<file path="src/sv/bnms_pkg.sv">
`default_nettype none
package bnms_pkg;
    typedef enum logic [2:0] {
        ST_IDLE, ST_BLK, ST_NBR, ST_OUT
    } t_state;

    typedef struct packed {
        logic load;
        logic blk_start;
        logic blk_step;
        logic nbr_start;
        logic nbr_step;
        logic advance;
    } t_cmd;

    typedef struct packed {
        logic blk_done;
        logic nbr_done;
        logic have;
    } t_sts;

    localparam logic [1:0] REG_WIDTH  = 2'd0;
    localparam logic [1:0] REG_HEIGHT = 2'd1;
    localparam logic [1:0] REG_RADIUS = 2'd2;
    localparam logic [1:0] REG_MASK   = 2'd3;
endpackage
`default_nettype wire

</file>
<file path="src/sv/bnms_ctrl.sv">
`default_nettype none
module bnms_ctrl (
    input  wire          i_clk,
    input  wire          i_rst_n,
    input  wire          i_in_fire,
    input  wire          i_kind,
    input  wire          i_out_free,
    input  bnms_pkg::t_sts i_sts,
    output bnms_pkg::t_cmd o_cmd,
    output logic         o_busy,
    output logic         o_out_load
);
    bnms_pkg::t_state r_state, n_state;

    always_ff @(posedge i_clk) begin
        if (!i_rst_n) r_state <= bnms_pkg::ST_IDLE;
        else          r_state <= n_state;
    end

    always_comb begin
        n_state = r_state;
        case (r_state)
            bnms_pkg::ST_IDLE: if (i_in_fire && i_kind) n_state = bnms_pkg::ST_BLK;
            bnms_pkg::ST_BLK: begin
                if (i_sts.blk_done)
                    n_state = i_sts.have ? bnms_pkg::ST_NBR : bnms_pkg::ST_OUT;
            end
            bnms_pkg::ST_NBR: if (i_sts.nbr_done) n_state = bnms_pkg::ST_OUT;
            bnms_pkg::ST_OUT: if (i_out_free) n_state = bnms_pkg::ST_IDLE;
            default: n_state = bnms_pkg::ST_IDLE;
        endcase
    end

    always_comb begin
        o_cmd = '0;
        o_busy = 1'b1;
        o_out_load = 1'b0;
        case (r_state)
            bnms_pkg::ST_IDLE: begin
                o_busy = 1'b0;
                o_cmd.load = i_in_fire && !i_kind;
                o_cmd.blk_start = i_in_fire && i_kind;
            end
            bnms_pkg::ST_BLK: begin
                o_cmd.blk_step = 1'b1;
                o_cmd.nbr_start = i_sts.blk_done;
            end
            bnms_pkg::ST_NBR: o_cmd.nbr_step = 1'b1;
            bnms_pkg::ST_OUT: begin
                o_out_load = i_out_free;
                o_cmd.advance = i_out_free;
            end
            default: o_busy = 1'b1;
        endcase
    end
endmodule
`default_nettype wire

</file>
<file path="config.mk">
export PLATFORM = sky130hd
export DESIGN_NAME = bnms_ctrl
export DESIGN_NICKNAME = d
export VERILOG_FILES = /design/src/sv/bnms_pkg.sv /design/src/sv/bnms_ctrl.sv
export SDC_FILE = /design/constraint.sdc
export NUM_CORES = 1
export LEC_CHECK = 0
export BUFFER_PORTS_ARGS = -buffer_cell sky130_fd_sc_hd__clkbuf_2
export CORE_AREA = 2 2 39 41
export CTS_BUF_LIST = sky130_fd_sc_hd__clkbuf_8 sky130_fd_sc_hd__clkbuf_16
export DETAILED_ROUTE_END_ITERATION = 10
export DIE_AREA = 0 0 41 43
export HOLD_SLACK_MARGIN = 0.06
export MAX_ROUTING_LAYER = met4
export PLACE_DENSITY_LB_ADDON = 0.3
export RECOVER_POWER = 50
export SLEW_MARGIN = 20
export SYNTH_ARGS = -nofsm -noshare
export SYNTH_HDL_FRONTEND = slang
export SYNTH_SLANG_ARGS = --single-unit
export TNS_END_PERCENT = 1
</file>
<file path="constraint.sdc">
create_clock -name i_clk -period 1.5 [get_ports i_clk]
set_clock_uncertainty 0.15 [all_clocks]
set_input_delay 0 -clock i_clk [delete_from_list [all_inputs] [get_ports i_clk]]
set_output_delay 0 -clock i_clk [all_outputs]
set_load 0.005 [all_outputs]
</file>
### Yosys cells after proc, flatten, opt, wreduce, memory -nomap -nowiden

Index checks and enable logic that the tools add are counted.
W data, S select, Z words.

* eq/ne operators: 7
* mux-type cells: 11
* reduce and logical (&&, ||, !) cells: 5

Operators with widths (number)
* $mux W3: 4
* $pmux W3 S4: 1
* $ne A2 B2 Y1 const B: 4
* $eq A3 B2 Y1 const B: 2
* $mux W1: 4
* $mux W2: 2
* $reduce_and A4 Y1: 1
* $eq A3 B1 Y1 const B: 1
* $logic_not A3 Y1: 1
* $logic_and A1 B1 Y1: 2
* $logic_not A1 Y1: 1

* register bits: 3
* input port bits: 8
* output and inout bits: 8
* word-level logic and storage cells: 24

### Depth between registers and ports, before layout

Gate-level depths: netlist of the first run.

* word-level depth: 3
* mapped depth: 5

### Worst setup path before layout of the first run

Ideal clock, no wire load.

* kind: reg-to-reg
* start: reg r_state[0]
* end: reg r_state[1]
* arrival: 1305 ps
* data required time: 1278 ps
* slack: -27 ps
* cell stages (with the launch flop): 6
* path buffers: 0
* period minus slack after synthesis: 1527 ps
* path through: dfxtp_1 -> inv_1 -> ha_1 -> nor2b_4 -> a2111oi_4 -> mux2i_1

* longest elaborated chain between the ends: 3
* elaborated cells between the ends (all ways): 10
* classes of those cells: eq/ne: 7; mux: 1; reduce/logical: 2

RTL lines
* start, declared: line bnms_ctrl.sv:13 `bnms_pkg::t_state r_state, n_state;`
* start signal, assigned: line bnms_ctrl.sv:16 `if (!i_rst_n) r_state <= bnms_pkg::ST_IDLE;`
* start signal, assigned: line bnms_ctrl.sv:17 `else r_state <= n_state;`
* $eq A3 B1 Y1, or another cell as far along: line bnms_ctrl.sv:22 `case (r_state)`
* $ne A2 B2 Y1 (no source line)
* $reduce_and A4 Y1 (no source line)

Parallel ways exist; a longest one is shown, timed or not.
A chain may end at the register's enable or synchronous reset.

### Final worst setup path of the first run

Same ends and word-level chain as after synthesis.

==> impl_metrics.csv, run 1 <==
group,metric,value,unit
cells_and_area,n_fill_cell,151,
cts,cts_buffer_depth,2,
route,vias,276,
route,first_iter_violations,0,
worst_setup_path,path_cells,"inv_4 -> ha_4 -> nor2b_4 -> a2111oi_4 -> mux2i_1",
cts,cts_tree,"yes",
sta,slew_headroom,78.3,%
worst_setup_path,slowest_delay,370,ps
worst_setup_path,worst-r2r-cell-count,5,
synth,ys.warnings.count,0,
floorplan,start_util,17.9,%
power,p_total,877,µW
power,power_density,1850,nW/µm²
route,postRouteAntennaNets,0,
worst_setup_path,cp-end-kind,"register",
hold_path,hold_path.class,"input pin to register",
worst_setup_path,cp_max_fo,3,
placement,portBuffers,15,
job,max-cap-violations,0,
cts,cts_buffers,3,
worst_setup_path,path_class,"register to register",
cts,clock-sinks,2,
sta,max_freq,0.664,GHz
cells_and_area,fin_area,474,µm²
placement,place_congestion,0.626,
global_route,grt.overflow.total,0,
worst_setup_path,worst_ep_arrival_time,1490,ps
worst_setup_path,worstReg2RegEnd,"r_state[1]",
cts,htree_num_levels,1,
route,wire_per_inst,9.91,µm
synth,yosysSeqAreaShare,16.2,%
sta,final.min_clock_period,1510,ps
cells_and_area,multi_input_area,219,µm²
cells_and_area,area_delta_synth_final,91.4,%
sta,rsz0062_at_grt,"yes",
route,drt_first_pass_iters,1,
cts,cts_root_buf,"clkbuf_8",
worst_setup_path,startpoint_type,"register",
worst_setup_path,crit-reg2reg-launch,"r_state[0]",
worst_setup_path,cpMaxStageDelayCell,"dfxtp_4",
hold_path,hold_path_depth,4,
route,viasPerCell,4.06,
cells_and_area,mostFrequentLayoutCell,"clkbuf_2",
floorplan,fp.dieH,43,µm
sta,hold_violations,0,
worst_setup_path,critical_path_buf_inv_count,1,
sta,post-route-period-util,100,%
floorplan,dieArea,1760,µm²
worst_setup_path,regToRegSetupSlack,-5,ps
placement,dpl_cell_area,360,µm²
worst_setup_path,cpLargestDelayFamily,"flip-flops",
global_route,grt_pass1_wl,952,µm
status,violations,"negative setup slack",
hold_path,holdPathEnd,"r_state[0]",
synth,ys_ff_latch,2,
global_route,grt_max_degree,5,
sta,fin_ws,-5.44,ps
power,p_leak,0.226,nW
cells_and_area,drive_above_1_share,63.5,%
floorplan,die_w,41,µm
placement,place_hpwl,486,µm
floorplan,core,1380,µm²
sta,setup_viol,1,
cells_and_area,stdcell_count,68,
synth,netlist_instances,29,
sta,holdWs,85.2,ps
route,drc,0,
global_route,antenna_found_initial,0,
synth,postSynthAreaPerCell,8.54,µm²
cells_and_area,largest_register,"r_state",
status,status,"finished, violations left",
sta,setup-tns-final,-5.44,ps
sta,drv_slew,0,
cts,clock_latency,210,ps
route,drt-total-wl,674,µm
cells_and_area,final_cell_mix,"clkbuf_2, inv_1, nand2_1, buf_4, clkbuf_8",
synth,synth.distinct_cells,16,
sta,worst_pin_slew,320,ps
hold_path,min_from,"i_sts[1]",
cells_and_area,nets,66,
synth,syn_area,248,µm²
global_route,grt_pass1_vias,264,
floorplan,rows,14,
synth,synth_nets,41,
global_route,grt.total_usage,9.13,%
cells_and_area,largest_register_ff_count,2,
cells_and_area,seq_area,47.5,µm²
placement,placed_cells,62,
floorplan,io_pins,16,
cells_and_area,top_regs,"r_state x2",
worst_setup_path,crit_required,1480,ps
power,peakVddDrop,0.396,mV
cells_and_area,num_antenna_cells,0,
cts,cts.reportedPaths.clkPinSlew,30,ps
[area by class of cell]
cell class / count / area share [%]
multi-input combinational: 21 / 46.2
sequential: 2 / 10.0
inverter: 5 / 4.49
clock buffer: 3 / 8.71
tap: 16 / 4.22
timing repair buffer: 21 / 26.4
[report_power, final]
part / total [mW] / internal [mW] / switching (mW) / leakage [nW]
clock network: 0.217 / 0.170 / 0.0469 / 0.0216
logic: 0.526 / 0.306 / 0.220 / 0.187
registers: 0.134 / 0.0944 / 0.0400 / 0.0178
[synth_stat cells]
master / number / area, µm²
o311ai_0: 1 / 8.76
a2111oi_4: 1 / 27.5
and2_1: 1 / 6.26
or3_1: 1 / 6.26
mux2i_1: 1 / 10.0
o22ai_1: 1 / 6.26
nor2_1: 2 / 7.51
and3_1: 1 / 6.26
nand2_1: 4 / 15.0
dfxtp_1: 2 / 40.0
a21boi_2: 1 / 11.3
ha_1: 4 / 50.1
inv_1: 5 / 18.8
nor2b_4: 1 / 13.8
buf_4: 1 / 7.51
nor2b_1: 2 / 12.5
[worst register-to-register path, delay by kind of cell (launching register included)]
family / cells / cell delay (ps)
fa+ha+maj: 1 / 150
flops: 1 / 370
simple gates: 1 / 130
compound gates: 1 / 350
buf+inv: 1 / 50
mux: 1 / 230
[logic make-up after synthesis]
kind of cell             Yosys count  share of synthesized area, %
multiplexers                       1                          4.04
buffers and inverters              6                          10.6
flip-flops                         2                          16.2
AO/OA/AOI/OAI                      4                          21.7
AND/OR/NAND/NOR                   12                          27.3
adder cells (fa/ha/maj)            4                          20.2
[per-stage QoR]
stage          utilization [%]  setup WS, ps
2_1_floorplan                -          5.44
3_5_place_dp              26.0         -69.1
5_1_grt                   34.3         -75.5
4_1_cts                   31.4          2.52
6_report                  34.3         -5.44
3_3_place_gp              26.0         -61.4
[worst max-delay path by stage]
stage / startpoint / end / slack (ps) / cells after the start
after floorplan: r_state[1] / r_state[1] / 5 / 5
after global placement: r_state[1] / r_state[1] / -60 / 5
after detailed placement: r_state[1] / r_state[0] / -70 / 5
after CTS: r_state[0] / r_state[1] / 3 / 5
after global routing: r_state[0] / r_state[1] / -80 / 5
final: r_state[0] / r_state[1] / -5 / 5
[routing by layer]
metal / vias to the layer above / wire length (µm) / track usage [%]
met5: - / 0 / -
met4: 0 / 14 / 4.00
met3: 2 / 60 / 7.85
met2: 9 / 384 / 15.0
met1: 122 / 214 / 6.37
li1: 143 / - / -
[repair_timing]
| item | 4_1_cts | 5_1_grt |
|---|---|---|
| setup buffers | 1 | 0 |
| endpoints found under the setup margin | 2 | 2 |
| resized for setup | 5 | 9 |
| pin swaps | 2 | 1 |
| hold buffers | 2 | 0 |
| endpoints found under the hold margin | 2 | 0 |
Note: power is estimated with default switching activity, not from simulation.
==> run 2, diff against run 1 <==
BUFFER_PORTS_ARGS = not set   (was -buffer_cell sky130_fd_sc_hd__clkbuf_2)
DONT_BUFFER_PORTS = 1   (was not set)
==> run 2 against run 1 <==
The flow now finishes without violations. Sequential cell count did not move. Die area did not move. Largest cell class unchanged. Largest power group unchanged. Setup slack improved by 18 ps. Register-to-register slack improved by 20 ps. Clock-buffer cell count did not move.
==> impl_metrics.csv, run 2 (same netlist as run 1, synthesis figures left out) <==
group,metric,value,unit
cells_and_area,largest_register_ff_count,2,
sta,worst_pin_slew,308,ps
cells_and_area,mostFrequentLayoutCell,"buf_4",
route,drt_first_pass_iters,3,
hold_path,min_from,"i_sts[0]",
floorplan,core,1380,µm²
power,power.share.combinational,61.3,%
sta,max_freq,0.672,GHz
sta,post-route-period-util,99.2,%
cts,cts_tree,"yes",
power,p_total,827,µW
global_route,grt.total_usage,8.71,%
sta,drv_slew,0,
floorplan,die_w,41,µm
global_route,grt_max_degree,5,
sta,holdWs,42.9,ps
worst_setup_path,worst_ep_arrival_time,1450,ps
power,p_seq_share,13.4,%
cells_and_area,final_cell_mix,"buf_4, dlygate4sd3_1, nand2_1",
global_route,antenna_found_initial,0,
route,viasPerCell,4.00,
sta,setup_viol,0,
worst_setup_path,cp_max_fo,4,
cts,cts_buffer_depth,2,
worst_setup_path,startpoint_type,"register",
global_route,grt_pass1_wl,931,µm
cts,cts_root_buf,"clkbuf_8",
cts,clock_latency,210,ps
cells_and_area,seq_area,42.5,µm²
cells_and_area,area_delta_synth_final,73.2,%
worst_setup_path,path_class,"register to register",
global_route,grt_pass1_vias,267,
floorplan,fp.dieH,43,µm
cts,htree_num_levels,1,
cts,clock-sinks,2,
global_route,grt.overflow.total,0,
cells_and_area,nets,58,
route,drc,0,
placement,portBuffers,0,
sta,hold_violations,0,
floorplan,start_util,17.9,%
sta,rsz0062_at_grt,"yes",
sta,setup-tns-final,0,ps
cells_and_area,fin_area,429,µm²
hold_path,hold_path.class,"input pin to register",
power,p_int,553,µW
floorplan,dieArea,1760,µm²
power,clkPwrFrac,25.3,%
cells_and_area,num_antenna_cells,0,
route,first_iter_violations,2,
job,max-cap-violations,0,
route,vias,240,
worst_setup_path,crit-reg2reg-launch,"r_state[1]",
route,wire_per_inst,9.88,µm
floorplan,io_pins,16,
cells_and_area,largest_register,"r_state",
power,p_sw,274,µW
sta,final.min_clock_period,1490,ps
cts,cts.reportedPaths.clkPinSlew,30,ps
placement,place_congestion,0.651,
placement,dpl_cell_area,300,µm²
power,swShare,33.1,%
power,power_density,1930,nW/µm²
route,postRouteAntennaNets,0,
cells_and_area,multi_input_area,194,µm²
cells_and_area,drive_above_1_share,43.2,%
cells_and_area,n_fill_cell,145,
cts,cts_buffers,3,
power,peakVddDrop,0.602,mV
cells_and_area,post-route-util,31.0,%
status,status,"finished, final reports clean",
sta,slew_headroom,79.5,%
floorplan,rows,14,
worst_setup_path,cp-startpoint,"r_state[1]",
route,drt-total-wl,593,µm
power,p_leak,0.196,nW
worst_setup_path,cp-end-kind,"register",
cells_and_area,top_regs,"r_state x2",
worst_setup_path,crit_required,1470,ps
==> run 2: path summary, 6_finish.rpt <==
check	to	slack, ps	depth (start not counted)
max	r_state[0]	10	5
min	r_state[0]	40	3
max reg2reg	r_state[0]	10	5
min reg2reg	r_state[1]	460	3
==> run 2: stage by stage <==
stage	setup WS [ps]	std cells
2_1_floorplan	5.44	29
3_3_place_gp	-62.2	49
3_5_place_dp	-89.6	49
4_1_cts	0.514	60
5_1_grt	-49.0	60
6_report	12.2	60
==> run 2: timing repair <==
item	in CTS	in global routing
setup endpoints to repair	2	2
hold buffers	6	0
gates resized for setup	6	1
endpoints found under the hold margin	7	0
pin swaps	3	0
setup buffers	2	0
==> run 2: power by group through the flow <==
stage	clock network, mW	logic (mW)	registers (mW)
floorplan	0	0.274	0.100
global route	0.223	0.546	0.115
CTS	0.218	0.513	0.111
global placement	0	0.420	0.102
detailed placement	0	0.423	0.101
finish	0.209	0.507	0.111
==> run 2: layout make-up <==
type                    count  area share, %
flip-flops and latches      2           9.91
multi-input cells          21           45.2
well taps                  16           4.66
repair buffers             13           26.2
inverters                   5           4.37
clock buffers               3           9.62
==> run 2: metal layers <==
layer | track usage (%) | wire length [µm] | up-vias
li1 | - | - | 124
met1 | 6.67 | 227 | 110
met2 | 14.4 | 330 | 6
met3 | 3.14 | 35 | 0
met4 | 8.00 | 0 | 0
met5 | - | 0 | -
==> run 2: worst max-delay path, stage by stage (launching register included) <==
cell     delay, ps
dfxtp_2        350
inv_2           50
ha_1           190
nor2b_1        170
or3_1          350
o22ai_1        140
